### src/register_vulnerability_tracker_macros.svh
// Assertion macros shared by the register vulnerability tracker RTL.
`ifndef REGISTER_VULNERABILITY_TRACKER_MACROS_SVH
`define REGISTER_VULNERABILITY_TRACKER_MACROS_SVH

// Same-cycle implication, checked outside reset.
`define RVT_ASSERT_IMP(lbl, ante, cons) \
  lbl: assert property (@(posedge clk) disable iff (!rst_n) (ante) |-> (cons)) \
    else $error("rvt assertion failed");

// Next-cycle implication, checked outside reset.
`define RVT_ASSERT_NXT(lbl, ante, cons) \
  lbl: assert property (@(posedge clk) disable iff (!rst_n) (ante) |=> (cons)) \
    else $error("rvt assertion failed");

`endif

### src/rvt_pkg.sv
// Shared constants and types of the register vulnerability tracker.
`timescale 1ns / 1ps
package rvt_pkg;

  localparam int NUM_REGS    = 16;
  localparam int MAX_SRC     = 4;
  localparam int MAX_DST     = 2;
  localparam int COUNT_WIDTH = 32;

  localparam int SRC_FIELDS  = 4;
  localparam int DST_FIELDS  = 2;
  localparam int IDX_W       = 8;
  localparam int REG_W       = $clog2(NUM_REGS);
  localparam int SUM_W       = COUNT_WIDTH + 4;
  localparam int GROUP_SIZE  = 8;
  localparam int GROUPS      = (NUM_REGS + GROUP_SIZE - 1) / GROUP_SIZE;
  localparam int PART_W      = COUNT_WIDTH + 3;
  localparam int ACC_W       = COUNT_WIDTH + 7;
  localparam int DEN_W       = COUNT_WIDTH + 7;
  localparam int FRAC_BITS   = 16;
  localparam int STEP_W      = $clog2(FRAC_BITS);
  localparam int PVF_W       = 17;
  localparam int TOTAL_W     = 32;
  localparam int INTERVAL_W  = 32;
  localparam int ADDR_W      = 3;
  localparam int DATA_W      = 32;

  localparam logic [INTERVAL_W-1:0] INTERVAL_RESET = 32'd1000;
  localparam logic [PVF_W-1:0]      Q_ONE          = 17'h10000;

  typedef logic [COUNT_WIDTH-1:0] count_t;

  typedef enum logic [0:0] {
    REG_REPORT_INTERVAL = 1'b0
  } reg_idx_t;

  typedef struct packed {
    logic [2:0]                         src_count;
    logic [SRC_FIELDS-1:0][IDX_W-1:0]   src_reg;
    logic [1:0]                         dst_count;
    logic [DST_FIELDS-1:0][IDX_W-1:0]   dst_reg;
  } item_t;

  typedef struct packed {
    logic             start;
    logic [SUM_W-1:0] num;
    count_t           total;
  } div_req_t;

  typedef struct packed {
    logic             busy;
    logic             done;
    logic [PVF_W-1:0] frac;
  } div_stat_t;

endpackage

### src/rvt_lane.sv
// One register lane: liveness counter, last touch and per-transfer increment.
`timescale 1ns / 1ps
module rvt_lane (
  input  logic                      clk,
  input  logic                      rst_n,
  input  logic [rvt_pkg::REG_W-1:0] lane_idx,
  input  logic                      accept,
  input  rvt_pkg::item_t            item,
  input  rvt_pkg::count_t           inst_total,
  output rvt_pkg::count_t           delta
);

  rvt_pkg::count_t count_r, count_nxt;
  rvt_pkg::count_t touch_r;
  rvt_pkg::count_t delta_r;
  rvt_pkg::count_t gap, room, inc;
  logic [2:0] ns;
  logic [1:0] nd;
  logic [rvt_pkg::IDX_W-1:0] my_idx;
  logic src_hit, dst_hit;

  always_comb begin
    my_idx = {{(rvt_pkg::IDX_W - rvt_pkg::REG_W){1'b0}}, lane_idx};
    ns = (item.src_count > 3'(rvt_pkg::MAX_SRC)) ? 3'(rvt_pkg::MAX_SRC) : item.src_count;
    nd = (item.dst_count > 2'(rvt_pkg::MAX_DST)) ? 2'(rvt_pkg::MAX_DST) : item.dst_count;
    src_hit = 1'b0;
    for (int i = 0; i < rvt_pkg::SRC_FIELDS; i++) begin
      if ((3'(i) < ns) && (item.src_reg[i] == my_idx)) src_hit = 1'b1;
    end
    dst_hit = 1'b0;
    for (int j = 0; j < rvt_pkg::DST_FIELDS; j++) begin
      if ((2'(j) < nd) && (item.dst_reg[j] == my_idx)) dst_hit = 1'b1;
    end
    // repeated reads in one instruction set src_hit only once, so one increment suffices
    gap       = inst_total - touch_r;
    room      = {rvt_pkg::COUNT_WIDTH{1'b1}} - count_r;
    inc       = (gap > room) ? room : gap;
    count_nxt = count_r + inc;
  end

  always_ff @(posedge clk) begin
    if (!rst_n) begin
      count_r <= '0;
      touch_r <= '0;
      delta_r <= '0;
    end else begin
      if (accept && src_hit) count_r <= count_nxt;
      if (accept && (src_hit || dst_hit)) touch_r <= inst_total;
      delta_r <= (accept && src_hit) ? inc : '0;
    end
  end

  assign delta = delta_r;

endmodule

### config.mk
export PLATFORM = sky130hd
export DESIGN_NAME = rvt_lane
export DESIGN_NICKNAME = d
export VERILOG_FILES = /design/src/register_vulnerability_tracker_macros.svh /design/src/rvt_pkg.sv /design/src/rvt_lane.sv
export SDC_FILE = /design/constraint.sdc
export NUM_CORES = 1
export LEC_CHECK = 0
export BUFFER_PORTS_ARGS = -buffer_cell sky130_fd_sc_hd__buf_4
export CORE_UTILIZATION = 53
export DETAILED_ROUTE_END_ITERATION = 10
export MAX_ROUTING_LAYER = met4
export PLACE_DENSITY_LB_ADDON = 0.15
export SYNTH_ARGS = -nofsm -noshare
export SYNTH_HDL_FRONTEND = slang
export SYNTH_SLANG_ARGS = --single-unit
export TNS_END_PERCENT = 50
### constraint.sdc
create_clock -name clk -period 9.4 [get_ports clk]
set_input_delay 1.41 -clock clk [delete_from_list [all_inputs] [get_ports clk]]
set_output_delay 1.41 -clock clk [all_outputs]
set_load 0.1 [all_outputs]
==> reports/metrics.json <==
{
  "sta": {
    "timing.setup.tns_ps": 0,
    "worstMarginPinSlew_ps": 683,
    "period_needed_ps": 8550,
    "finalSetupViolCount": 0,
    "unrepaired_setup_endpoints_after_global_routing": "false",
    "slew_headroom": 0.545,
    "timing.final.max_slew_violations": 0,
    "min_period_over_period": 0.910,
    "fmaxAchievable_ghz": 0.117,
    "skew_ps": 7.96,
    "finalHoldViolations": 0
  },
  "grt": {
    "globalRouteTotalUtil": 0.262,
    "grt_overflow_total": 0,
    "grt_pass1_wl_um": 30400,
    "antenna_found_initial": 0,
    "pin_count_of_the_biggest_net_entering_global_routing": 59,
    "via_count_of_the_first_global_routing_pass": 6610
  },
  "place": {
    "dp_hpwl_um": 14500,
    "count_of_port_buffers_added_during_placement": 123,
    "globalplace.congestion": 0.944,
    "dpl.cell_count": 1232
  },
  "synth": {
    "ys_dominant_reg_cell": "sky130_fd_sc_hd__dfxtp_1",
    "synth_async_sr_flop_share": 0,
    "post_synth_instance_area_sq_um": 7780,
    "synthesis.instances": 961,
    "synth.ff_latch_count": 96,
    "syn_area_per_cell_sq_um": 8.10,
    "yosysSeqAreaShare": 0.247,
    "synth_enable_flop_cells": 0,
    "synth_nets": 1151,
    "ys_warn_count": 0,
    "synth_cell_type_count": 67
  },
  "worst_setup_path": {
    "setup.worst_path.end_class": "flip-flop",
    "crit_path_start_kind": "input pin",
    "worst_r2r_path_depth": 32,
    "critical_path_required_ps": 9650,
    "worst-endpoint-arrival_ps": 8810,
    "maximum_cell_stage_delay_along_the_critical_path_ps": 500,
    "critical-path-slowest-cell": "sky130_fd_sc_hd__o21ai_4",
    "crit_path_max_fanout": 43,
    "criticalPathCategory": "input pin to flip-flop",
    "critPathLaunch": "inst_total[1]",
    "r2r_start": "touch_r[1]",
    "critical_path.most_common_cell": "sky130_fd_sc_hd__a21o_1"
  },
  "pwr": {
    "worst_supply_voltage_drop_on_vdd_mv": 0.0964,
    "powerDensity_nw_per_um2": 119,
    "power_leakage_nw": 4.46
  },
  "drt": {
    "post_drt_via_cell_ratio": 5.66,
    "routed_wire_length_per_instance_um": 15.2,
    "detailed_routing_iteration_count_for_the_pre_antenna_repair_pass": 5,
    "drt_drc_violations_left": 0,
    "vias": 7069,
    "initialDrtViolationCount": 381,
    "drtAntennaViolNets": 0,
    "wl_um": 19000
  },
  "clock_network": {
    "cts.htree.levels": 3,
    "tritoncts": "yes",
    "cts-resized-gates": 0,
    "insertion_delay_ps": 360,
    "worst_path_clk_slew_ps": 70,
    "cts.hold.buffers_added": 0,
    "clock_tree.root_cell": "sky130_fd_sc_hd__clkbuf_16",
    "postCtsSetupBuffers": 0,
    "cts_buffer_depth": 2,
    "cts_buffers": 9,
    "cts_sinks": 96
  },
  "floorplan": {
    "cell_rows": 43,
    "floorplan.die_area_sq_um": 15200,
    "core-area_sq_um": 14100,
    "starting_density": 0.552,
    "floorplan.io_pins": 124,
    "die_h_um": 123,
    "floorplan.die.width_um": 123
  },
  "final_layout": {
    "syn_to_final_growth_pct": 18.0,
    "filler_free_cell_count_of_the_finished_design": 1248,
    "insertedDiodeCount": 0,
    "layout-drive-gt1-share": 0.153,
    "layout_common_cells": "sky130_fd_sc_hd__buf_4 (128), sky130_fd_sc_hd__nor2_1 (101), sky130_fd_sc_hd__ha_1 (96), sky130_fd_sc_hd__dfxtp_1 (96), sky130_fd_sc_hd__a21oi_1 (74)",
    "filler_cells": 1286,
    "finalNetCount": 1253,
    "multi_input_comb_area_sq_um": 5520,
    "mostFrequentLayoutCell": "sky130_fd_sc_hd__buf_4",
    "layout.area.seq_sq_um": 1920
  },
  "flow_run": {
    "drv.max_cap_violation_count": 0
  },
  "outcome": {
    "status": "finished, final reports clean"
  },
  "min_path": {
    "min-delay-start": "count_r[0]",
    "worstHoldPathType": "flip-flop to flip-flop",
    "timing.hold.worst_path_depth": 2
  }
}
[sequential cells by signal (all words and copies together) (netlist names)]
name     cells
delta       32
count_r     32
touch_r     32
[routing by layer]
layer	part of all wire	GRT usage	wire (um)
met1	0.45	0.303	8450
met3	0.039	0.0397	743
met2	0.49	0.455	9270
met4	0.026	0.0979	484
met5	0	-	0
[metrics by stage]
stage / power, mW / worst slack [ps] / hold slack, ps / util / area, sq um
after global placement: 0.670 / 852 / 465 / 0.627 / 8840
after CTS: 1.10 / 927 / 482 / 0.651 / 9180
after floorplan: 0.596 / 1630 / 454 / - / 7780
after global routing: 1.15 / 171 / 517 / 0.651 / 9180
final: 1.10 / 845 / 485 / 0.651 / 9180
after detailed placement: 0.672 / 653 / 472 / 0.627 / 8840
[cells in the mapped netlist, drive strengths merged (18+ instances only)]
library cell	count	area, sq um
buf	18	80.1
a21o	50	377
nor3	19	95.1
xor2	29	254
mux2i	40	400
nand3	29	145
nor2	101	379
a21oi	77	397
o21ai	45	233
ha	96	1200
clkbuf	19	72.6
and2	30	188
dfxtp	96	1920
xnor2	45	402
nand2	58	218
inv	56	210
[cell families after synthesis]
kind of cell,after synthesis,share of synthesized area
XOR/XNOR,74,0.0843
buffers and inverters,93,0.0466
multiplexers,41,0.0544
flip-flops,96,0.247
adder cells (fa/ha/maj),98,0.160
AO/OA/AOI/OAI,247,0.211
AND/OR/NAND/NOR,312,0.197
[final cells by class]
cell class,instances,area share
timing repair buffer,128,0.105
inverter,56,0.0229
clock inverter,5,0.0113
tap,180,0.0245
clock buffer,11,0.0264
sequential,96,0.209
multi-input combinational,772,0.601
[critical path: cells and delay by family]
| kind | cells | cell delay [ps] |
|---|---|---|
| buffers and inverters | 3 | 690 |
| AND/OR/NAND/NOR | 6 | 880 |
| multiplexers | 1 | 360 |
| adder cells (fa/ha/maj) | 3 | 850 |
| AO/OA/AOI/OAI | 18 | 4290 |
| XOR/XNOR | 1 | 290 |
[final timing paths]
kind	endpoint	slack, ps
worst min-delay path	count_r[0]	480
worst min register to register	count_r[0]	480
worst max-delay path	count_r[31]	850
worst max register to register	count_r[31]	1620
[where the power goes]
group          leakage, nW  internal, mW  total, mW  switching (mW)
Combinational         3.52         0.115      0.256           0.141
Sequential           0.773         0.409      0.410         0.00160
Clock                0.170         0.267      0.429           0.162
Total                 4.46         0.791       1.10           0.304
Power figures use the tool's default switching activity.
