==> config.mk <==
export PLATFORM = sky130hd
export DESIGN_NAME = rvt_merge
export DESIGN_NICKNAME = d
export VERILOG_FILES = /design/src/register_vulnerability_tracker_macros.svh /design/src/rvt_pkg.sv /design/src/rvt_merge.sv
export SDC_FILE = /design/constraint.sdc
export NUM_CORES = 1
export LEC_CHECK = 0
export BUFFER_PORTS_ARGS = -buffer_cell sky130_fd_sc_hd__buf_2
export CORE_AREA = 8 8 211 213
export CTS_BUF_LIST = sky130_fd_sc_hd__clkbuf_8
export CTS_CLUSTER_SIZE = 25
export DETAILED_ROUTE_END_ITERATION = 10
export DIE_AREA = 0 0 219 221
export PLACE_DENSITY = 0.72
export SYNTH_ARGS = -nofsm -noshare
export SYNTH_HDL_FRONTEND = slang
export SYNTH_SLANG_ARGS = --single-unit
==> constraint.sdc <==
create_clock -name clk -period 8.05 [get_ports clk]
set_clock_uncertainty 0.1 [all_clocks]
set_input_delay 2.0125 -clock clk [delete_from_list [all_inputs] [get_ports clk]]
set_output_delay 2.0125 -clock clk [all_outputs]
set_load 0.01 [all_outputs]
==> src/register_vulnerability_tracker_macros.svh <==
// Assertion macros shared by the register vulnerability tracker RTL.
`ifndef REGISTER_VULNERABILITY_TRACKER_MACROS_SVH
`define REGISTER_VULNERABILITY_TRACKER_MACROS_SVH

// Same-cycle implication, checked outside reset.
`define RVT_ASSERT_IMP(lbl, ante, cons) \
  lbl: assert property (@(posedge clk) disable iff (!rst_n) (ante) |-> (cons)) \
    else $error("rvt assertion failed");

// Next-cycle implication, checked outside reset.
`define RVT_ASSERT_NXT(lbl, ante, cons) \
  lbl: assert property (@(posedge clk) disable iff (!rst_n) (ante) |=> (cons)) \
    else $error("rvt assertion failed");

`endif

==> src/rvt_pkg.sv <==
// Shared constants and types of the register vulnerability tracker.
`timescale 1ns / 1ps
package rvt_pkg;

  localparam int NUM_REGS    = 16;
  localparam int MAX_SRC     = 4;
  localparam int MAX_DST     = 2;
  localparam int COUNT_WIDTH = 32;

  localparam int SRC_FIELDS  = 4;
  localparam int DST_FIELDS  = 2;
  localparam int IDX_W       = 8;
  localparam int REG_W       = $clog2(NUM_REGS);
  localparam int SUM_W       = COUNT_WIDTH + 4;
  localparam int GROUP_SIZE  = 8;
  localparam int GROUPS      = (NUM_REGS + GROUP_SIZE - 1) / GROUP_SIZE;
  localparam int PART_W      = COUNT_WIDTH + 3;
  localparam int ACC_W       = COUNT_WIDTH + 7;
  localparam int DEN_W       = COUNT_WIDTH + 7;
  localparam int FRAC_BITS   = 16;
  localparam int STEP_W      = $clog2(FRAC_BITS);
  localparam int PVF_W       = 17;
  localparam int TOTAL_W     = 32;
  localparam int INTERVAL_W  = 32;
  localparam int ADDR_W      = 3;
  localparam int DATA_W      = 32;

  localparam logic [INTERVAL_W-1:0] INTERVAL_RESET = 32'd1000;
  localparam logic [PVF_W-1:0]      Q_ONE          = 17'h10000;

  typedef logic [COUNT_WIDTH-1:0] count_t;

  typedef enum logic [0:0] {
    REG_REPORT_INTERVAL = 1'b0
  } reg_idx_t;

  typedef struct packed {
    logic [2:0]                         src_count;
    logic [SRC_FIELDS-1:0][IDX_W-1:0]   src_reg;
    logic [1:0]                         dst_count;
    logic [DST_FIELDS-1:0][IDX_W-1:0]   dst_reg;
  } item_t;

  typedef struct packed {
    logic             start;
    logic [SUM_W-1:0] num;
    count_t           total;
  } div_req_t;

  typedef struct packed {
    logic             busy;
    logic             done;
    logic [PVF_W-1:0] frac;
  } div_stat_t;

endpackage

==> src/rvt_merge.sv <==
// Merge stage: registered adder tree over lane increments into the saturating sum.
`timescale 1ns / 1ps
module rvt_merge (
  input  logic                       clk,
  input  logic                       rst_n,
  input  rvt_pkg::count_t            delta [rvt_pkg::NUM_REGS],
  input  logic                       rpt_in,
  output logic [rvt_pkg::SUM_W-1:0]  sum,
  output logic                       rpt_out
);

  logic [rvt_pkg::PART_W-1:0] part_r   [rvt_pkg::GROUPS];
  logic [rvt_pkg::PART_W-1:0] part_nxt [rvt_pkg::GROUPS];
  logic [rvt_pkg::SUM_W-1:0]  sum_r, sum_nxt;
  logic [rvt_pkg::ACC_W-1:0]  acc;
  logic rpt_b_r, rpt_c_r;

  always_comb begin
    for (int g = 0; g < rvt_pkg::GROUPS; g++) begin
      part_nxt[g] = '0;
      for (int k = 0; k < rvt_pkg::GROUP_SIZE; k++) begin
        if (g * rvt_pkg::GROUP_SIZE + k < rvt_pkg::NUM_REGS) begin
          part_nxt[g] = part_nxt[g] +
                        rvt_pkg::PART_W'(delta[g * rvt_pkg::GROUP_SIZE + k]);
        end
      end
    end
    acc = rvt_pkg::ACC_W'(sum_r);
    for (int g = 0; g < rvt_pkg::GROUPS; g++) begin
      acc = acc + rvt_pkg::ACC_W'(part_r[g]);
    end
    sum_nxt = (acc > rvt_pkg::ACC_W'({rvt_pkg::SUM_W{1'b1}})) ?
              {rvt_pkg::SUM_W{1'b1}} : acc[rvt_pkg::SUM_W-1:0];
  end

  always_ff @(posedge clk) begin
    if (!rst_n) begin
      for (int g = 0; g < rvt_pkg::GROUPS; g++) part_r[g] <= '0;
      sum_r   <= '0;
      rpt_b_r <= 1'b0;
      rpt_c_r <= 1'b0;
    end else begin
      for (int g = 0; g < rvt_pkg::GROUPS; g++) part_r[g] <= part_nxt[g];
      sum_r   <= sum_nxt;
      rpt_b_r <= rpt_in;
      rpt_c_r <= rpt_b_r;
    end
  end

  assign sum     = sum_r;
  assign rpt_out = rpt_c_r;

endmodule

==> insert_results.sql <==
INSERT INTO impl_metrics (metric_group, metric, value, unit) VALUES
('sta', 'hold_ws', '366.9', 'ps'),
('worst_setup_path', 'cp-startpoint', 'delta[98]', ''),
('detailed_routing', 'avgViaCountPerCell', '4.832', ''),
('synthesis', 'nets_in_the_synthesized_netlist', '3019', ''),
('detailed_routing', 'drt-wirelength-per-cell', '14.96', 'um'),
('synthesis', 'synth-async-reset-ratio', '0', ''),
('worst_setup_path', 'cp_data_arrival_time', '7300', 'ps'),
('synthesis', 'ys_warn_count', '0', ''),
('worst_setup_path', 'worst_setup_path_endpoint', 'part_r[0][61]', ''),
('worst_setup_path', 'worst_path_largest_cell_delay', '900', 'ps'),
('global_routing', 'gr-usage-met2', '0.3548', ''),
('pwr', 'power_report.internal_total', '0.004760', 'W'),
('worst_setup_path', 'critPathRequiredTime', '8230', 'ps'),
('detailed_routing', 'vias', '14740', ''),
('worst_setup_path', 'worstPathCellList', 'buf_2 > fa_1 > inv_1 > fa_1 > fa_1 > fa_1 > inv_1 > ha_1 > inv_1 > fa_1 > nor2b_1 > o31a_1 > o31ai_1 > a2111oi_0 > o211ai_1 > a21boi_1 > mux2i_1 > o311ai_1', ''),
('synthesis', 'postSynthRegisterBits', '108', ''),
('layout', 'layout_common_cells', 'inv_1 (650), buf_2 (551), fa_1 (418), dfxtp_1 (108), ha_1 (105)', ''),
('global_routing', 'busiest_layer', 'met2', ''),
('placed_design', 'preCtsSetupSlack', '697.5', 'ps'),
('synthesis', 'syn_avg_cell_area', '9.409', 'um2'),
('layout', 'mostFrequentLayoutCell', 'inv_1', ''),
('clocking', 'cts_sinks', '108', ''),
('pwr', 'seq_power_share', '0.101', ''),
('synthesis', 'synth-seq-area-share', '0.1160', ''),
('clocking', 'cts-root-buf', 'clkbuf_8', ''),
('sta', 'report.final.slew_viol_count', '0', ''),
('worst_setup_path', 'critPathBufInv', '4', ''),
('worst_setup_path', 'critPathTopFamily', 'adder cells', ''),
('clocking', 'cts_hold_fix_bufs', '0', ''),
('floorplan', 'die-height', '221', 'um'),
('synthesis', 'synth_enable_flop_cells', '0', ''),
('placed_design', 'dp.final_hpwl', '41930', 'um'),
('worst_setup_path', 'setup.worst_path.start_class', 'input port', ''),
('layout', 'areaGrowthSynthToFinish', '18.78', '%'),
('layout', 'post_route_cells_drive_above_1_share', '0.2354', ''),
('pwr', 'power.share.combinational', '0.860', ''),
('clocking', 'postCtsSetupRepairBufs', '0', ''),
('hold_path', 'hold_path.class', 'reg -> reg', ''),
('placed_design', 'port_buffers', '551', ''),
('global_routing', 'first_global_vias', '16600', ''),
('global_routing', 'grt_max_degree', '67', ''),
('pwr', 'power-per-cell-area', '444.7', 'nW/um2'),
('detailed_routing', 'post-route-drc-count', '0', ''),
('pwr', 'swShare', '0.5165', ''),
('sta', 'fmax', '140.5', 'MHz'),
('worst_setup_path', 'worstReg2RegStart', 'sum[1]', ''),
('clocking', 'clock_latency', '390', 'ps'),
('synthesis', 'synth_flop_cell', 'dfxtp_1', ''),
('sta', 'worst_slew_pin_slew', '958.0', 'ps'),
('global_routing', 'grt_antenna_before_repair', '0', ''),
('worst_setup_path', 'reg2reg_depth', '12', ''),
('synthesis', 'netlist_area', '18640', 'um2'),
('global_routing', 'gr-total-overflow', '0', ''),
('status', 'run_status', 'completed', ''),
('worst_setup_path', 'critPathMaxFanout', '4', ''),
('floorplan', 'placement_rows', '75', ''),
('detailed_routing', 'drt-pass1-iter-count', '5', ''),
('sta', 'worst_relative_slew_slack', '0.3448', ''),
('worst_setup_path', 'worst_setup_path_end_kind', 'flop', ''),
('clocking', 'cts_repair_resize_count', '0', ''),
('sta', 'timing.final.ws_setup', '930.1', 'ps'),
('synthesis', 'synth.distinct_cells', '73', ''),
('placed_design', 'post-place-cells', '3035', ''),
('floorplan', 'floorplan.die_area', '48400', 'um2'),
('sta', 'tns', '0', 'ps'),
('clocking', 'tritoncts', 'yes', ''),
('sta', 'setup_viol', '0', ''),
('pwr', 'power.leakage', '12.57', 'nW'),
('floorplan', 'floorplan.core_area', '41290', 'um2'),
('clocking', 'h_tree_depth', '3', ''),
('worst_setup_path', 'cp.depth', '18', '');
==> Yosys cell counts, drive strengths merged (5+ instances only) <==
library cell    n  area (um2)
o21ai          50       257.8
a2111oi         7       75.07
nor3b           6       45.04
nor2           73       274.0
o21a           12       90.09
nand4          11       68.82
clkbuf         26       97.59
nor2b          13       81.33
a221oi          5       56.31
dfxtp         108        2162
nand3          17       85.08
fa            418        8368
buf            13       87.58
a211oi          9       72.57
a21oi          80       404.1
o21bai         13       97.59
nand2b         15       93.84
xnor2          32       280.3
a21boi          9       67.56
a31o            7       61.31
inv           649        2436
and2           15       96.34
a21o           64       480.5
nor3           26       130.1
ha            105        1314
xor2           30       262.8
o211ai         13       97.59
nand2          62       232.7
and4           10       90.09
a211o           6       52.55
a31oi          12       96.34
mux2i           7       70.07
and3           15       93.84
==> final cells by class <==
class                           instances  area [um2]
Clock buffer                            9       123.9
Inverter                              649        2436
Multi-Input combinational cell       1185       13860
Tap cell                              539       674.4
Fill cell                            3809       19150
Sequential cell                       108        2162
Clock inverter                          6       106.4
Timing Repair Buffer                  554        2780
==> layer usage <==
layer	wire, um	share of wire	vias to the layer above
met1	16910	0.37	7212
li1	-	-	7011
met2	24530	0.54	450
met3	2915	0.064	66
met5	0	0	-
met4	1261	0.028	0
==> power groups by stage <==
| stage | Sequential, W | Combinational, W | Clock, W |
|---|---|---|---|
| detailed placement | 0.00102 | 0.00843 | 0 |
| CTS | 0.00101 | 0.00849 | 0.000411 |
| finish | 0.000991 | 0.00846 | 0.000390 |
| global placement | 0.00102 | 0.00825 | 0 |
| floorplan | 0.000978 | 0.00663 | 0 |
| global route | 0.00102 | 0.00965 | 0.000433 |
==> state kept, by name (all words and copies together), names as in the netlist <==
register	count
part_r	70
rpt_b_r	1
rpt_out	1
sum	36
==> per-stage QoR <==
stage,power (W),cell area (um2)
after floorplan,0.007606,18640
after global placement,0.009266,21910
after detailed placement,0.009451,21910
after CTS,0.009910,22140
after global routing,0.01111,22140
final,0.009845,22140
==> worst min path at each step <==
| stage | depth (start not counted) | start | end |
|---|---|---|---|
| 2_1_floorplan | 1 | rpt_b_r | rpt_out |
| 3_3_place_gp | 1 | rpt_b_r | rpt_out |
| 3_5_place_dp | 1 | rpt_b_r | rpt_out |
| 4_1_cts | 1 | rpt_b_r | rpt_out |
| 5_1_grt | 1 | rpt_b_r | rpt_out |
| 6_report | 1 | rpt_b_r | rpt_out |
==> worst reg2reg max path: cells and delay by family (launching register included) <==
family                     cells  cell delay [ps]
AOI/OAI and AO/OA              7             2040
adders and majority gates      3             1120
DFF                            1              340
and+or+nand+nor                1              200
buffers and inverters          1               70
==> logic make-up after synthesis <==
logic type | Yosys count | synth area share
flip-flops | 108 | 0.1160
AO/OA/AOI/OAI | 314 | 0.1152
XOR/XNOR | 62 | 0.02913
AND/OR/NAND/NOR | 279 | 0.07585
buffers and inverters | 688 | 0.1406
adder cells (fa/ha/maj) | 523 | 0.5194
multiplexers | 7 | 0.003759
Power figures use the tool's default switching activity.
