File: src/register_vulnerability_tracker_macros.svh
// Assertion macros shared by the register vulnerability tracker RTL.
`ifndef REGISTER_VULNERABILITY_TRACKER_MACROS_SVH
`define REGISTER_VULNERABILITY_TRACKER_MACROS_SVH

// Same-cycle implication, checked outside reset.
`define RVT_ASSERT_IMP(lbl, ante, cons) \
  lbl: assert property (@(posedge clk) disable iff (!rst_n) (ante) |-> (cons)) \
    else $error("rvt assertion failed");

// Next-cycle implication, checked outside reset.
`define RVT_ASSERT_NXT(lbl, ante, cons) \
  lbl: assert property (@(posedge clk) disable iff (!rst_n) (ante) |=> (cons)) \
    else $error("rvt assertion failed");

`endif

File: src/rvt_pkg.sv
// Shared constants and types of the register vulnerability tracker.
`timescale 1ns / 1ps
package rvt_pkg;

  localparam int NUM_REGS    = 16;
  localparam int MAX_SRC     = 4;
  localparam int MAX_DST     = 2;
  localparam int COUNT_WIDTH = 32;

  localparam int SRC_FIELDS  = 4;
  localparam int DST_FIELDS  = 2;
  localparam int IDX_W       = 8;
  localparam int REG_W       = $clog2(NUM_REGS);
  localparam int SUM_W       = COUNT_WIDTH + 4;
  localparam int GROUP_SIZE  = 8;
  localparam int GROUPS      = (NUM_REGS + GROUP_SIZE - 1) / GROUP_SIZE;
  localparam int PART_W      = COUNT_WIDTH + 3;
  localparam int ACC_W       = COUNT_WIDTH + 7;
  localparam int DEN_W       = COUNT_WIDTH + 7;
  localparam int FRAC_BITS   = 16;
  localparam int STEP_W      = $clog2(FRAC_BITS);
  localparam int PVF_W       = 17;
  localparam int TOTAL_W     = 32;
  localparam int INTERVAL_W  = 32;
  localparam int ADDR_W      = 3;
  localparam int DATA_W      = 32;

  localparam logic [INTERVAL_W-1:0] INTERVAL_RESET = 32'd1000;
  localparam logic [PVF_W-1:0]      Q_ONE          = 17'h10000;

  typedef logic [COUNT_WIDTH-1:0] count_t;

  typedef enum logic [0:0] {
    REG_REPORT_INTERVAL = 1'b0
  } reg_idx_t;

  typedef struct packed {
    logic [2:0]                         src_count;
    logic [SRC_FIELDS-1:0][IDX_W-1:0]   src_reg;
    logic [1:0]                         dst_count;
    logic [DST_FIELDS-1:0][IDX_W-1:0]   dst_reg;
  } item_t;

  typedef struct packed {
    logic             start;
    logic [SUM_W-1:0] num;
    count_t           total;
  } div_req_t;

  typedef struct packed {
    logic             busy;
    logic             done;
    logic [PVF_W-1:0] frac;
  } div_stat_t;

endpackage

File: src/rvt_div.sv
// Restoring divider: one quotient bit per cycle for the Q1.16 ratio.
`timescale 1ns / 1ps
module rvt_div (
  input  logic               clk,
  input  logic               rst_n,
  input  rvt_pkg::div_req_t  req,
  input  logic               take,
  output rvt_pkg::div_stat_t stat
);

  typedef enum logic [2:0] {
    S_IDLE = 3'b001,
    S_RUN  = 3'b010,
    S_DONE = 3'b100
  } state_t;

  state_t state_r, state_nxt;
  logic [rvt_pkg::DEN_W-1:0]  den_r, den_nxt, den_calc, num_ext;
  logic [rvt_pkg::DEN_W-1:0]  rem_r, rem_nxt;
  logic [rvt_pkg::DEN_W:0]    rem2;
  logic [rvt_pkg::PVF_W-1:0]  frac_r, frac_nxt;
  logic [rvt_pkg::STEP_W-1:0] step_r, step_nxt;

  always_comb begin
    den_calc  = rvt_pkg::DEN_W'(req.total) * rvt_pkg::DEN_W'(rvt_pkg::NUM_REGS);
    num_ext   = rvt_pkg::DEN_W'(req.num);
    rem2      = {rem_r, 1'b0};
    state_nxt = state_r;
    den_nxt   = den_r;
    rem_nxt   = rem_r;
    frac_nxt  = frac_r;
    step_nxt  = step_r;
    unique case (state_r)
      S_IDLE: begin
        if (req.start) begin
          den_nxt = den_calc;
          if ((den_calc == '0) || (num_ext >= den_calc)) begin
            frac_nxt  = rvt_pkg::Q_ONE;
            state_nxt = S_DONE;
          end else begin
            rem_nxt   = num_ext;
            frac_nxt  = '0;
            step_nxt  = '0;
            state_nxt = S_RUN;
          end
        end
      end
      S_RUN: begin
        if (rem2 >= {1'b0, den_r}) begin
          rem_nxt  = rvt_pkg::DEN_W'(rem2 - {1'b0, den_r});
          frac_nxt = {frac_r[rvt_pkg::PVF_W-2:0], 1'b1};
        end else begin
          rem_nxt  = rem2[rvt_pkg::DEN_W-1:0];
          frac_nxt = {frac_r[rvt_pkg::PVF_W-2:0], 1'b0};
        end
        step_nxt = step_r + 1'b1;
        if (step_r == rvt_pkg::STEP_W'(rvt_pkg::FRAC_BITS - 1)) state_nxt = S_DONE;
      end
      S_DONE: begin
        if (take) state_nxt = S_IDLE;
      end
      default: state_nxt = S_IDLE;
    endcase
  end

  always_ff @(posedge clk) begin
    if (!rst_n) begin
      state_r <= S_IDLE;
      step_r  <= '0;
    end else begin
      state_r <= state_nxt;
      step_r  <= step_nxt;
    end
  end

  always_ff @(posedge clk) begin
    den_r  <= den_nxt;
    rem_r  <= rem_nxt;
    frac_r <= frac_nxt;
  end

  assign stat.busy = (state_r != S_IDLE);
  assign stat.done = (state_r == S_DONE);
  assign stat.frac = frac_r;

endmodule
File: config.mk
export PLATFORM = sky130hd
export DESIGN_NAME = rvt_div
export DESIGN_NICKNAME = d
export VERILOG_FILES = /design/src/register_vulnerability_tracker_macros.svh /design/src/rvt_pkg.sv /design/src/rvt_div.sv
export SDC_FILE = /design/constraint.sdc
export NUM_CORES = 1
export LEC_CHECK = 0
export ABC_AREA = 1
export BUFFER_PORTS_ARGS = -buffer_cell sky130_fd_sc_hd__buf_2
export CAP_MARGIN = 10
export CORE_AREA = 2 2 132 134
export CTS_BUF_LIST = sky130_fd_sc_hd__clkbuf_16
export CTS_CLUSTER_SIZE = 20
export DETAILED_ROUTE_END_ITERATION = 10
export DIE_AREA = 0 0 134 136
export HOLD_SLACK_MARGIN = 0.1
export PLACE_DENSITY = 0.64
export SETUP_SLACK_MARGIN = 0.1
export SYNTH_ARGS = -nofsm -noshare
export SYNTH_HDL_FRONTEND = slang
export SYNTH_SLANG_ARGS = --single-unit
export TNS_END_PERCENT = 30
File: constraint.sdc
create_clock -name clk -period 4.51 [get_ports clk]
set_input_delay 0.2255 -clock clk [delete_from_list [all_inputs] [get_ports clk]]
set_output_delay 0.2255 -clock clk [all_outputs]
set_load 0.005 [all_outputs]
==> key figures, run 1 <==
Yosys
  • EDFF count, synth: 88
  • Library cell with the largest summed area after synthesis: sky130_fd_sc_hd__edfxtp_1
  • Dominant cells by area after synthesis: sky130_fd_sc_hd__edfxtp_1, sky130_fd_sc_hd__nand2_1, sky130_fd_sc_hd__ha_1
  • Fraction of registers with async set/reset: 0
  • Synthesis warning total: 0
  • Post-Synthesis Net Count: 1,117
  • Mean Syn Cell Area: 7.58 sq um
  • Total standard cell area after synthesis: 0.00742 sq mm
  • Number of distinct standard cells referenced by the synthesized netlist: 39
  • Share of the synthesized area in the top cell type: 0.356
  • Flop and latch count out of synthesis: 95
  • Cells after Synth: 979
  • Sequential fraction of the synthesis area: 0.375
  • Most used flip-flop cell after synthesis: sky130_fd_sc_hd__edfxtp_1

Cells and area
  • Proportion of layout cells with a drive suffix above 1: 0.128
  • Total number of nets in the final design: 1,234
  • Most used cells in the layout excluding fill and tap cells: sky130_fd_sc_hd__nand2_1, sky130_fd_sc_hd__inv_1, sky130_fd_sc_hd__buf_2, sky130_fd_sc_hd__nor2_1, sky130_fd_sc_hd__edfxtp_1
  • Final instance count without filler cells: 1,326
  • Most frequent standard cell in the layout excluding fill and tap cells: sky130_fd_sc_hd__nand2_1
  • Layout-stage area growth over the synthesis result: 17.3%
  • Antenna diode instance count: 0

Critical path
  • Family of cells with the greatest summed delay on the critical path: simple AND/OR/NAND/NOR gates
  • Startpoint Class: register
  • Kind of end point of the critical path: register
  • Slowest library cell on the worst path: sky130_fd_sc_hd__fa_1
  • Critical path class: reg -> reg
  • Critical path cell sequence: ha_1 -> fa_1 -> nor2_1 -> o21ai_1 -> nand2_2 -> nand3_2 -> nand2_2 -> nand2_4 -> nand2_8 -> nand2_1 -> nand3_1 -> nand2_1
  • CP max FO: 35
  • Length in cells of the worst reg-to-reg path: 12
  • Worst Path Required: 4.62 ns
  • Arrival time of data at the critical path endpoint: 3.04 ns
  • Worst path max stage delay: 0.44 ns
  • CP bufs+invs: 0
  • Critical Path Stages: 12

Clocking
  • Clk root buf: sky130_fd_sc_hd__clkbuf_16
  • Number of buffers between clock root and the deepest sink: 2
  • CTS-repair resized insts: 0
  • Clock transition at path regs: 0.07 ns
  • Clock sinks: 95
  • H-Tree Level Count: 3
  • TritonCTS buffer count: 9
  • Post-CTS repair timing setup buffer count: 0
  • Clock tree from TritonCTS: done
  • Cts hold-fix bufs: 31
  • Clock Latency Late Sink: 0.36 ns

Detailed routing
  • Number of vias per cell after detailed routing: 5.08
  • DR DRC count: 0
  • Antenna-violating nets left: 0
  • Number of iterations in the first detailed-routing pass: 5
  • Number of DRC markers after the initial detailed-route iteration: 516
  • Detail-routed net length per standard cell: 15.3 um
  • Total wire length after detailed routing: 20.3 mm
  • Total vias in the final route: 6,736

Timing
  • Fraction of the cycle the final worst path needs: 0.649
  • RSZ-0062 raised after global routing: no
  • Final Hold Violating Endpoints: 0
  • Total setup violations reported at the end of the flow: 0
  • Final critical delay including setup and external delays: 2.93 ns
  • Worst rel slew slack: 0.313
  • Fin. max-slew vios: 0
  • Final worst-path setup slack: 1.58 ns
  • Highest clock frequency the design can meet: 341 MHz
  • Worst hold-check slack: 0.118 ns
  • Fin Setup TNS: 0 ns
  • Slew at the pin closest to its max-slew limit: 1.03 ns
  • Final setup skew: 0.0100 ns

Power and ir drop
  • Cell area power density: 505 mW/mm^2
  • Clk network pwr share: 0.187
  • Fraction of power spent switching nets: 0.435
  • Internal portion of total power: 2.48 mW
  • P_sw: 1.91 mW
  • Leakage: 4.12 nW
  • Power share of the sequential group: 0.314
  • Peak ir drop on the vdd network: 0.488 mV
  • Comb pwr share: 0.499

Die
  • Die Y: 136 um
  • I/O pin total: 91
  • Width of the die: 134 um
  • Effective utilization at floorplan: 0.440
  • Area of the core: 0.0169 sq mm
  • Site row count: 48
  • Total Die Area: 0.0182 sq mm

Status
  • Run status: complete, no violations

Global route
  • Most Crowded Layer GR: met2
  • Met2 track demand over resource: 0.371
  • Met3 track demand over resource in global routing: 0.0391
  • GRT Total Usage: 0.231
  • Largest net degree at the start of global routing: 59
  • Met1 Usage GRT: 0.311
  • Total congestion overflow after global routing: 0
  • Global-route wire length before repair: 33.1 mm
  • Initial antenna violation count: 0
  • Number of global-route vias before repair: 6,664

Placed design
  • Post-DP HPWL: 15.7 mm
  • GP Congestion: 0.952
  • Post-placement cell count: 1,279
  • Worst slack after detailed placement: 1.64 ns
  • Count of input and output buffers: 90

Hold path
  • Number of stages on the worst hold path: 1
  • Worst hold-check path type: in -> reg

Run
  • Max-cap violations: 0
==> Yosys cell counts, types with 7 or more instances <==
cell type and instances:
sky130_fd_sc_hd__a21oi_1 66, sky130_fd_sc_hd__clkbuf_1 8, sky130_fd_sc_hd__dfxtp_1 7, sky130_fd_sc_hd__edfxtp_1 88, sky130_fd_sc_hd__ha_1 65, sky130_fd_sc_hd__inv_1 138
sky130_fd_sc_hd__nand2_1 280, sky130_fd_sc_hd__nand2_2 10, sky130_fd_sc_hd__nand3_1 61, sky130_fd_sc_hd__nand3b_1 43, sky130_fd_sc_hd__nand4_1 10, sky130_fd_sc_hd__nor2_1 90
sky130_fd_sc_hd__nor3_1 15, sky130_fd_sc_hd__o21a_1 7, sky130_fd_sc_hd__o21ai_0 29, sky130_fd_sc_hd__xnor2_1 12
==> flip-flops by register name, indices dropped and copies added, names as in the netlist <==
name,count
rem_r,39
state_r,3
step_r,4
frac_r,17
den_r,32
==> power groups by stage <==
stage | combinational, mW | clock (mW) | sequential (mW)
after floorplan | 1.58 | 0 | 1.37
after global placement | 2.15 | 0 | 1.39
after detailed placement | 2.14 | 0 | 1.39
after CTS | 2.17 | 0.831 | 1.38
after global routing | 2.46 | 0.864 | 1.40
final | 2.19 | 0.821 | 1.38
==> through the flow <==
step / cell area, sq um / utilization / total power, mW
6_report: 8700 / 0.515 / 4.39
5_1_grt: 8700 / 0.515 / 4.72
4_1_cts: 8700 / 0.515 / 4.38
3_5_place_dp: 8070 / 0.478 / 3.53
3_3_place_gp: 8070 / 0.478 / 3.54
2_1_floorplan: 7420 / - / 2.95
==> area by class of cell <==
cell class,count,area [sq um]
inverter,142,533
clock inverter,7,90.1
clock buffer,9,225
fill,1643,8180
multi-input combinational,723,4000
tap,225,282
timing repair buffer,125,791
sequential,95,2780
==> final timing paths <==
| path | slack, ns | end | start |
|---|---|---|---|
| max | 1.58 | rem_r[28]$_DFFE_PP_ | den_r[4]$_DFFE_PP_ |
| min | 0.12 | den_r[35]$_DFFE_PP_ | req[31] |
| max reg2reg | 1.58 | rem_r[28]$_DFFE_PP_ | den_r[4]$_DFFE_PP_ |
| min reg2reg | 0.49 | step_r[1]$_SDFFE_PN0P_ | step_r[1]$_SDFFE_PN0P_ |
==> worst register-to-register path, cell delays in order, from the launching register on <==
cell and delay (ns):
sky130_fd_sc_hd__edfxtp_1 0.37, sky130_fd_sc_hd__ha_1 0.23, sky130_fd_sc_hd__fa_1 0.44, sky130_fd_sc_hd__nor2_1 0.33
sky130_fd_sc_hd__o21ai_1 0.13, sky130_fd_sc_hd__nand2_2 0.12, sky130_fd_sc_hd__nand3_2 0.09, sky130_fd_sc_hd__nand2_2 0.11
sky130_fd_sc_hd__nand2_4 0.26, sky130_fd_sc_hd__nand2_8 0.37, sky130_fd_sc_hd__nand2_1 0.11, sky130_fd_sc_hd__nand3_1 0.07
sky130_fd_sc_hd__nand2_1 0.06
==> kinds of logic after synthesis <==
group	count (synthesis)	share of synthesized area
buffers and inverters	161	0.0879
adder cells (fa/ha/maj)	66	0.112
AO/OA/AOI/OAI	117	0.0872
XOR/XNOR	18	0.0213
AND/OR/NAND/NOR	522	0.316
flip-flops	95	0.375
==> metal layers <==
layer	wire length (um)	part of all wire	vias up
li1	-	-	3471
met1	9390	0.46	3022
met2	9090	0.45	203
met3	1220	0.060	40
met4	637	0.031	0
met5	0	0	-
Note: power is estimated with default switching activity, not from simulation.
==> run 2, diff against run 1 <==
ABC_AREA = 0   (was 1)
CORE_AREA = 2 2 124 126   (was 2 2 132 134)
DIE_AREA = 0 0 126 128   (was 0 0 134 136)
PLACE_DENSITY = 0.65   (was 0.64)
clock period = 3 ns   (was 4.51 ns; I/O delays follow)
==> run 2 against run 1 <==
Clock skew increased by 0.0016 ns. Clock power is 47% higher. Sequential share of layout area grew 0.79 points. Count of clock-buffer cells in the layout stayed put. Die area down 12%. Routed wire length shrank 6.6%. Global-route usage rose by 0.51 points. Critical path depth is 2 lower. Cell count down 20%. Cell area fell by 2.4%. Flip-flop and latch count stayed put. Via count fell by 12%.
==> key figures, run 2 <==
Yosys
  • Share of the synthesized area in the top cell type: 0.401 (was 0.356)
  • Cells after Synth: 709 (was 979)
  • Total standard cell area after synthesis: 0.00658 sq mm (was 0.00742 sq mm)
  • Dominant cells by area after synthesis: sky130_fd_sc_hd__edfxtp_1, sky130_fd_sc_hd__ha_1, sky130_fd_sc_hd__a21oi_1 (was sky130_fd_sc_hd__edfxtp_1, sky130_fd_sc_hd__nand2_1, sky130_fd_sc_hd__ha_1)
  • Sequential fraction of the synthesis area: 0.423 (was 0.375)
  • Flop and latch count out of synthesis: 95 (unchanged)
  • Synthesis warning total: 0 (unchanged)
  • Most used standard cells in the synthesized netlist: sky130_fd_sc_hd__edfxtp_1, sky130_fd_sc_hd__inv_1, sky130_fd_sc_hd__a21oi_1 (was sky130_fd_sc_hd__nand2_1, sky130_fd_sc_hd__inv_1, sky130_fd_sc_hd__nor2_1)
  • Post-Synthesis Net Count: 847 (was 1,117)
  • Most used flip-flop cell after synthesis: sky130_fd_sc_hd__edfxtp_1 (unchanged)
  • Library cell with the largest summed area after synthesis: sky130_fd_sc_hd__edfxtp_1 (unchanged)
  • Mean Syn Cell Area: 9.29 sq um (was 7.58 sq um)
  • Fraction of registers with async set/reset: 0 (unchanged)
  • Most repeated cell in the gate-level netlist after synthesis: sky130_fd_sc_hd__edfxtp_1 (was sky130_fd_sc_hd__nand2_1)
  • EDFF count, synth: 88 (unchanged)
  • Number of distinct standard cells referenced by the synthesized netlist: 57 (was 39)

Critical path
  • Critical path class: reg -> reg (unchanged)
  • Length in cells of the worst reg-to-reg path: 10 (was 12)
  • Critical R2R Launch: rem_r[4]$_DFFE_PP_ (was den_r[4]$_DFFE_PP_)
  • CP max FO: 6 (was 35)
  • Kind of end point of the critical path: register (unchanged)
  • Worst-case register-to-register setup slack: 0.1 ns (was 1.58 ns)
  • Worst r2r dst: rem_r[31]$_DFFE_PP_ (was rem_r[28]$_DFFE_PP_)
  • Worst Path Required: 3.12 ns (was 4.62 ns)
  • Arrival time of data at the critical path endpoint: 3.02 ns (was 3.04 ns)
  • Startpoint Class: register (unchanged)
  • Origin of the worst setup path: rem_r[4]$_DFFE_PP_ (was den_r[4]$_DFFE_PP_)

Global route
  • GRT Total Usage: 0.236 (was 0.231)
  • Total congestion overflow after global routing: 0 (unchanged)
  • Number of global-route vias before repair: 5,976 (was 6,664)
  • Largest net degree at the start of global routing: 62 (was 59)
  • Global-route wire length before repair: 30.0 mm (was 33.1 mm)
  • Initial antenna violation count: 0 (unchanged)

Cells and area
  • Most frequent standard cell in the layout excluding fill and tap cells: sky130_fd_sc_hd__buf_2 (was sky130_fd_sc_hd__nand2_1)
  • Final instance count without filler cells: 1,067 (was 1,326)
  • Proportion of layout cells with a drive suffix above 1: 0.231 (was 0.128)
  • Layout-stage area growth over the synthesis result: 28.9% (was 17.3%)
  • Most used cells in the layout excluding fill and tap cells: sky130_fd_sc_hd__buf_2, sky130_fd_sc_hd__edfxtp_1, sky130_fd_sc_hd__inv_1, sky130_fd_sc_hd__nand2_1, sky130_fd_sc_hd__a21oi_1 (was sky130_fd_sc_hd__nand2_1, sky130_fd_sc_hd__inv_1, sky130_fd_sc_hd__buf_2, sky130_fd_sc_hd__nor2_1, sky130_fd_sc_hd__edfxtp_1)
  • Number of inserted filler cells in the final layout: 1,311 (was 1,643)
  • Post-layout util: 0.571 (was 0.515)
  • Top reg by flops: rem_r (unchanged)
  • Max FFs per register: 39 (unchanged)
  • Total number of nets in the final design: 1,012 (was 1,234)
  • Largest registers in the final layout: rem_r x39, den_r x32, frac_r x17 (unchanged)
  • Antenna diode instance count: 0 (unchanged)

Timing
  • RSZ-0062 raised after global routing: yes (was no)
  • Highest clock frequency the design can meet: 345 MHz (was 341 MHz)
  • Final critical delay including setup and external delays: 2.90 ns (was 2.93 ns)
  • Total setup violations reported at the end of the flow: 0 (unchanged)
  • Fin. max-slew vios: 0 (unchanged)
  • Slew at the pin closest to its max-slew limit: 1.19 ns (was 1.03 ns)
  • Worst rel slew slack: 0.207 (was 0.313)
  • Final worst-path setup slack: 0.0995 ns (was 1.58 ns)
  • Final setup skew: 0.0116 ns (was 0.0100 ns)
  • Fraction of the cycle the final worst path needs: 0.967 (was 0.649)
  • Final Hold Violating Endpoints: 0 (unchanged)

Detailed routing
  • Topmost layer with routed signal wires: met4 (unchanged)
  • Detail-routed net length per standard cell: 17.8 um (was 15.3 um)
  • Total wire length after detailed routing: 19.0 mm (was 20.3 mm)
  • Number of iterations in the first detailed-routing pass: 5 (unchanged)
  • Detailed-routed wire length on met3: 894 um (was 1.22 mm)
  • Met2 routed WL: 9.54 mm (was 9.09 mm)
  • Number of vias per cell after detailed routing: 5.58 (was 5.08)
  • Total routed wire length on the met1 layer: 7.99 mm (was 9.39 mm)
  • Number of DRC markers after the initial detailed-route iteration: 319 (was 516)
  • Antenna-violating nets left: 0 (unchanged)
  • DR DRC count: 0 (unchanged)
  • Total vias in the final route: 5,955 (was 6,736)

Clocking
  • Clock tree from TritonCTS: done (unchanged)
  • TritonCTS buffer count: 9 (unchanged)
  • Clock sinks: 95 (unchanged)
  • H-Tree Level Count: 3 (unchanged)
  • Number of buffers between clock root and the deepest sink: 2 (unchanged)
  • Clk root buf: sky130_fd_sc_hd__clkbuf_16 (unchanged)
  • Clock transition at path regs: 0.08 ns (was 0.07 ns)
  • Clock Latency Late Sink: 0.36 ns (about the same)

Power and ir drop
  • P_sw: 1.59 mW (was 1.91 mW)
  • Cell area power density: 546 mW/mm^2 (was 505 mW/mm^2)
  • Power share of the sequential group: 0.370 (was 0.314)
  • Leakage: 3.82 nW (was 4.12 nW)
  • Comb pwr share: 0.370 (was 0.499)
  • Power consumption: 4.64 mW (was 4.39 mW)
  • Fraction of power spent switching nets: 0.343 (was 0.435)
  • Clk network pwr share: 0.260 (was 0.187)
  • Internal portion of total power: 3.05 mW (was 2.48 mW)
  • Peak ir drop on the vdd network: 0.359 mV (was 0.488 mV)

Placed design
  • Count of input and output buffers: 90 (unchanged)
  • Post-placement cell count: 1,001 (was 1,279)
  • GP Congestion: 0.887 (was 0.952)
  • Worst slack after detailed placement: -0.107 ns (was 1.64 ns)
  • Post-DP HPWL: 13.5 mm (was 15.7 mm)

Die
  • Site row count: 45 (was 48)
  • Die Y: 128 um (was 136 um)
  • Width of the die: 126 um (was 134 um)
  • I/O pin total: 91 (unchanged)
  • Area of the core: 0.0149 sq mm (was 0.0169 sq mm)
  • Total Die Area: 0.0161 sq mm (was 0.0182 sq mm)
  • Effective utilization at floorplan: 0.443 (was 0.440)

Hold path
  • Worst hold-check path type: in -> reg (unchanged)
  • Worst Hold Path EP: rem_r[20]$_DFFE_PP_ (was den_r[35]$_DFFE_PP_)
  • Number of stages on the worst hold path: 2 (was 1)
  • Critical hold path startpoint: req[52] (was req[31])

Run
  • Max-cap violations: 0 (unchanged)

Status
  • Run status: complete, no violations (unchanged)
==> run 2: cell count changes after synthesis, moves of 14 or more <==
| cell | previous run | this run |
|---|---|---|
| sky130_fd_sc_hd__a21o_1 | 3 | 17 |
| sky130_fd_sc_hd__and2_1 | 0 | 21 |
| sky130_fd_sc_hd__inv_1 | 138 | 80 |
| sky130_fd_sc_hd__nand2_1 | 280 | 68 |
| sky130_fd_sc_hd__nand3_1 | 61 | 5 |
| sky130_fd_sc_hd__nand3b_1 | 43 | 1 |
| sky130_fd_sc_hd__nor2_1 | 90 | 46 |
| sky130_fd_sc_hd__o21ai_0 | 29 | 55 |
==> run 2: how the worst max path moves through the flow <==
stage               depth (start not counted)                   to
floorplan                                  11  rem_r[31]$_DFFE_PP_
global placement                           11  rem_r[25]$_DFFE_PP_
CTS                                        10  rem_r[28]$_DFFE_PP_
global route                               10  rem_r[35]$_DFFE_PP_
finish                                     10  rem_r[31]$_DFFE_PP_
detailed placement                         11  rem_r[25]$_DFFE_PP_
==> run 2: per-layer routing <==
metal / track usage / vias to the layer above
li1: - / 2881
met1: 0.288 / 2858
met2: 0.416 / 183
met3: 0.0376 / 33
met4: 0.100 / 0
met5: 0 / -
==> run 2: what timing repair did <==
| action | in CTS | in global routing |
|---|---|---|
| hold buffers | 38 | 0 |
| setup endpoints to repair | 33 | 75 |
| buffers inserted | 5 | 4 |
| gates cloned | 1 | 2 |
| gates resized for setup | 11 | 51 |
| hold endpoints to repair | 42 | 0 |
| pin swaps | 7 | 12 |
==> run 2: kinds of logic after synthesis <==
logic type	synth area share
compound gates	0.190
xor+xnor	0.0333
fa+ha+maj	0.127
buf+inv	0.0620
flops	0.423
mux	0.0106
simple gates	0.155
==> run 2: area by class of cell <==
type                       instances  area, sq um  area share
inverter                          80          300      0.0354
timing repair buffer             176         1260       0.148
tap                              188          235      0.0277
clock inverter                     7         76.3     0.00899
clock buffer                       9          225      0.0265
multi-input combinational        512         3610       0.426
sequential                        95         2780       0.328
==> run 2: critical path: stages, from the launching register on <==
cell                       delay (ns)
sky130_fd_sc_hd__edfxtp_1        0.44
sky130_fd_sc_hd__ha_4            0.30
sky130_fd_sc_hd__or4b_4          0.47
sky130_fd_sc_hd__nor4_4          0.15
sky130_fd_sc_hd__nand4_1         0.13
sky130_fd_sc_hd__o21ai_2         0.19
sky130_fd_sc_hd__a21oi_1         0.11
sky130_fd_sc_hd__a21o_4          0.27
sky130_fd_sc_hd__and2_4          0.17
sky130_fd_sc_hd__a311o_1         0.32
sky130_fd_sc_hd__o21a_1          0.11
==> run 2: power groups by stage <==
| stage | Clock, mW | Combinational, mW | Sequential [mW] |
|---|---|---|---|
| 6_report | 1.21 | 1.72 | 1.72 |
| 5_1_grt | 1.25 | 1.90 | 1.73 |
| 4_1_cts | 1.21 | 1.58 | 1.71 |
| 3_5_place_dp | 0 | 1.49 | 1.74 |
| 3_3_place_gp | 0 | 1.46 | 1.74 |
| 2_1_floorplan | 0 | 1.01 | 1.72 |
==> run 2: metrics by stage <==
step	setup TNS [ns]	hold slack [ns]	instance area [sq um]
2_1_floorplan	0	0.226	6590
3_3_place_gp	0	0.362	7460
3_5_place_dp	-0.290	0.362	7460
4_1_cts	0	0.102	8250
5_1_grt	-0.0350	0.109	8490
6_report	0	0.110	8490
==> run 3, diff against run 2 <==
==> constraint.sdc (replaced) <==
create_clock -name clk -period 3 [get_ports clk]
set_input_delay 0.45 -clock clk [delete_from_list [all_inputs] [get_ports clk]]
set_output_delay 0.45 -clock clk [all_outputs]
set_load 0.005 [all_outputs]
==> run 3 against run 2 <==
Count of clock-buffer cells in the layout unchanged. Sequential power about the same. Via count decreased by 1.4%. Highest routed layer unchanged. Routed wire length fell by 1.5%. Die area did not move.
==> key figures, run 3 (synthesis results as in run 2) <==
Cells and area
  • Post-layout util: 0.552 (was 0.571)
  • Max FFs per register: 39 (unchanged)
  • Largest registers in the final layout: rem_r x39, den_r x32, frac_r x17 (unchanged)
  • Layout-stage area growth over the synthesis result: 24.6% (was 28.9%)
  • Most frequent standard cell in the layout excluding fill and tap cells: sky130_fd_sc_hd__buf_2 (unchanged)
  • Most used cells in the layout excluding fill and tap cells: sky130_fd_sc_hd__buf_2, sky130_fd_sc_hd__edfxtp_1, sky130_fd_sc_hd__inv_1, sky130_fd_sc_hd__nand2_1, sky130_fd_sc_hd__a21oi_1 (unchanged)
  • Number of inserted filler cells in the final layout: 1,338 (was 1,311)
  • Antenna diode instance count: 0 (unchanged)
  • Proportion of layout cells with a drive suffix above 1: 0.251 (was 0.231)
  • Top reg by flops: rem_r (unchanged)
  • Total number of nets in the final design: 982 (was 1,012)
  • Final instance count without filler cells: 1,037 (was 1,067)

Placed design
  • Post-placement cell count: 1,014 (was 1,001)
  • Worst slack after detailed placement: -0.245 ns (was -0.107 ns)
  • GP Congestion: 0.907 (was 0.887)
  • Count of input and output buffers: 90 (unchanged)
  • Post-DP HPWL: 13.8 mm (was 13.5 mm)

Critical path
  • Startpoint Class: register (unchanged)
  • Arrival time of data at the critical path endpoint: 2.95 ns (was 3.02 ns)
  • Family of cells with the greatest summed delay on the critical path: simple AND/OR/NAND/NOR gates (was compound AO/OA/AOI/OAI gates)
  • CP bufs+invs: 1 (was 0)
  • Kind of end point of the critical path: register (unchanged)
  • End of the critical path: rem_r[25]$_DFFE_PP_ (was rem_r[31]$_DFFE_PP_)
  • Slowest library cell on the worst path: sky130_fd_sc_hd__or4b_4 (unchanged)
  • Critical Path Stages: 11 (was 10)
  • CP max FO: 7 (was 6)
  • Worst Path Required: 3.07 ns (was 3.12 ns)
  • Worst path max stage delay: 0.47 ns (about the same)
  • Worst r2r dst: rem_r[25]$_DFFE_PP_ (was rem_r[31]$_DFFE_PP_)
  • Origin of the worst setup path: rem_r[4]$_DFFE_PP_ (unchanged)
  • Critical R2R Launch: rem_r[4]$_DFFE_PP_ (unchanged)
  • Critical path cell sequence: ha_4 -> or4b_4 -> nor4_4 -> nand4_1 -> o21ai_2 -> nor3_2 -> a21o_4 -> buf_6 -> and3_4 -> a21oi_2 -> o31ai_1 (was ha_4 -> or4b_4 -> nor4_4 -> nand4_1 -> o21ai_2 -> a21oi_1 -> a21o_4 -> and2_4 -> a311o_1 -> o21a_1)
  • Length in cells of the worst reg-to-reg path: 11 (was 10)
  • Critical path class: reg -> reg (unchanged)
  • Worst-case register-to-register setup slack: 0.12 ns (was 0.1 ns)

Clocking
  • Clock transition at path regs: 0.07 ns (was 0.08 ns)
  • Clk root buf: sky130_fd_sc_hd__clkbuf_16 (unchanged)
  • Cts hold-fix bufs: 0 (was 38)
  • TritonCTS buffer count: 9 (unchanged)
  • Clock Latency Late Sink: 0.36 ns (about the same)
  • H-Tree Level Count: 3 (unchanged)
  • Clock sinks: 95 (unchanged)
  • Number of buffers between clock root and the deepest sink: 2 (unchanged)
  • Clock tree from TritonCTS: done (unchanged)

Global route
  • Global-route wire length before repair: 29.4 mm (was 30.0 mm)
  • Number of global-route vias before repair: 5,884 (was 5,976)
  • GRT Total Usage: 0.231 (was 0.236)
  • Total congestion overflow after global routing: 0 (unchanged)
  • Initial antenna violation count: 0 (unchanged)
  • Largest net degree at the start of global routing: 62 (unchanged)

Timing
  • Slew at the pin closest to its max-slew limit: 1.16 ns (was 1.19 ns)
  • Final critical delay including setup and external delays: 2.88 ns (was 2.90 ns)
  • Worst hold-check slack: 0.298 ns (was 0.110 ns)
  • Highest clock frequency the design can meet: 347 MHz (was 345 MHz)
  • Final setup skew: 0.00808 ns (was 0.0116 ns)
  • Final Hold Violating Endpoints: 0 (unchanged)
  • RSZ-0062 raised after global routing: yes (unchanged)
  • Worst rel slew slack: 0.225 (was 0.207)
  • Fin. max-slew vios: 0 (unchanged)
  • Final worst-path setup slack: 0.118 ns (was 0.0995 ns)
  • Fraction of the cycle the final worst path needs: 0.961 (was 0.967)
  • Total setup violations reported at the end of the flow: 0 (unchanged)

Detailed routing
  • Total wire length after detailed routing: 18.7 mm (was 19.0 mm)
  • Number of DRC markers after the initial detailed-route iteration: 398 (was 319)
  • Number of iterations in the first detailed-routing pass: 4 (was 5)
  • Antenna-violating nets left: 0 (unchanged)
  • Total vias in the final route: 5,874 (was 5,955)
  • Number of vias per cell after detailed routing: 5.66 (was 5.58)
  • Detail-routed net length per standard cell: 18.1 um (was 17.8 um)
  • DR DRC count: 0 (unchanged)

Die
  • I/O pin total: 91 (unchanged)
  • Area of the core: 0.0149 sq mm (unchanged)
  • Effective utilization at floorplan: 0.443 (unchanged)
  • Site row count: 45 (unchanged)
  • Total Die Area: 0.0161 sq mm (unchanged)
  • Die Y: 128 um (unchanged)
  • Width of the die: 126 um (unchanged)

Status
  • Run status: complete, no violations (unchanged)

Power and ir drop
  • Power consumption: 4.70 mW (was 4.64 mW)
  • Cell area power density: 573 mW/mm^2 (was 546 mW/mm^2)
  • Leakage: 3.70 nW (was 3.82 nW)
  • Peak ir drop on the vdd network: 0.318 mV (was 0.359 mV)

Run
  • Max-cap violations: 0 (unchanged)

Hold path
  • Worst hold-check path type: in -> reg (unchanged)
## run 3: worst min path at each step
stage	startpoint	end	slack, ns	depth (start not counted)
finish	req[29]	den_r[33]$_DFFE_PP_	0.30	1
global route	req[29]	den_r[33]$_DFFE_PP_	0.30	1
CTS	req[29]	den_r[33]$_DFFE_PP_	0.29	1
detailed placement	step_r[0]$_SDFFE_PN0P_	step_r[0]$_SDFFE_PN0P_	0.48	1
global placement	step_r[0]$_SDFFE_PN0P_	step_r[0]$_SDFFE_PN0P_	0.46	1
floorplan	step_r[0]$_SDFFE_PN0P_	step_r[0]$_SDFFE_PN0P_	0.45	1
## run 3: area by class of cell
class | instances | area [sq um] | area share
inverters | 80 | 300 | 0.0366
well taps | 188 | 235 | 0.0287
repair buffers | 146 | 892 | 0.109
clock inverters | 7 | 96.3 | 0.0117
flip-flops and latches | 95 | 2780 | 0.339
clock buffers | 9 | 225 | 0.0274
multi-input cells | 512 | 3670 | 0.448
## run 3: power by group
part / total (mW) / switching, mW / internal (mW)
combinational: 1.71 / 0.975 / 0.740
clock: 1.26 / 0.531 / 0.732
sequential: 1.72 / 0.0800 / 1.64
## run 3: worst reg2reg max path: stages, from the launching register on
cell and delay (ns):
sky130_fd_sc_hd__edfxtp_1 0.44, sky130_fd_sc_hd__ha_4 0.30, sky130_fd_sc_hd__or4b_4 0.47, sky130_fd_sc_hd__nor4_4 0.16
sky130_fd_sc_hd__nand4_1 0.14, sky130_fd_sc_hd__o21ai_2 0.20, sky130_fd_sc_hd__nor3_2 0.08, sky130_fd_sc_hd__a21o_4 0.29
sky130_fd_sc_hd__buf_6 0.15, sky130_fd_sc_hd__and3_4 0.17, sky130_fd_sc_hd__a21oi_2 0.09, sky130_fd_sc_hd__o31ai_1 0.09
## run 3: metrics by stage
step	area (sq um)	TNS, ns
floorplan	6590	0
global placement	7560	-8.82
detailed placement	7560	-12.41
CTS	7990	0
global route	8210	0
finish	8210	0
## run 3: metal layers
metal  GRT usage  vias up  share of wire
met2       0.405      161           0.50
met3      0.0359       24          0.046
li1            -     2821              -
met1       0.293     2868           0.43
met4      0.0802        0          0.021
met5           0        -              0
## run 3: what timing repair did
item	4_1_cts	5_1_grt
endpoints found under the setup margin	35	75
gates cloned	1	1
pin swaps	9	12
gates resized for setup	23	40
setup buffers	2	3
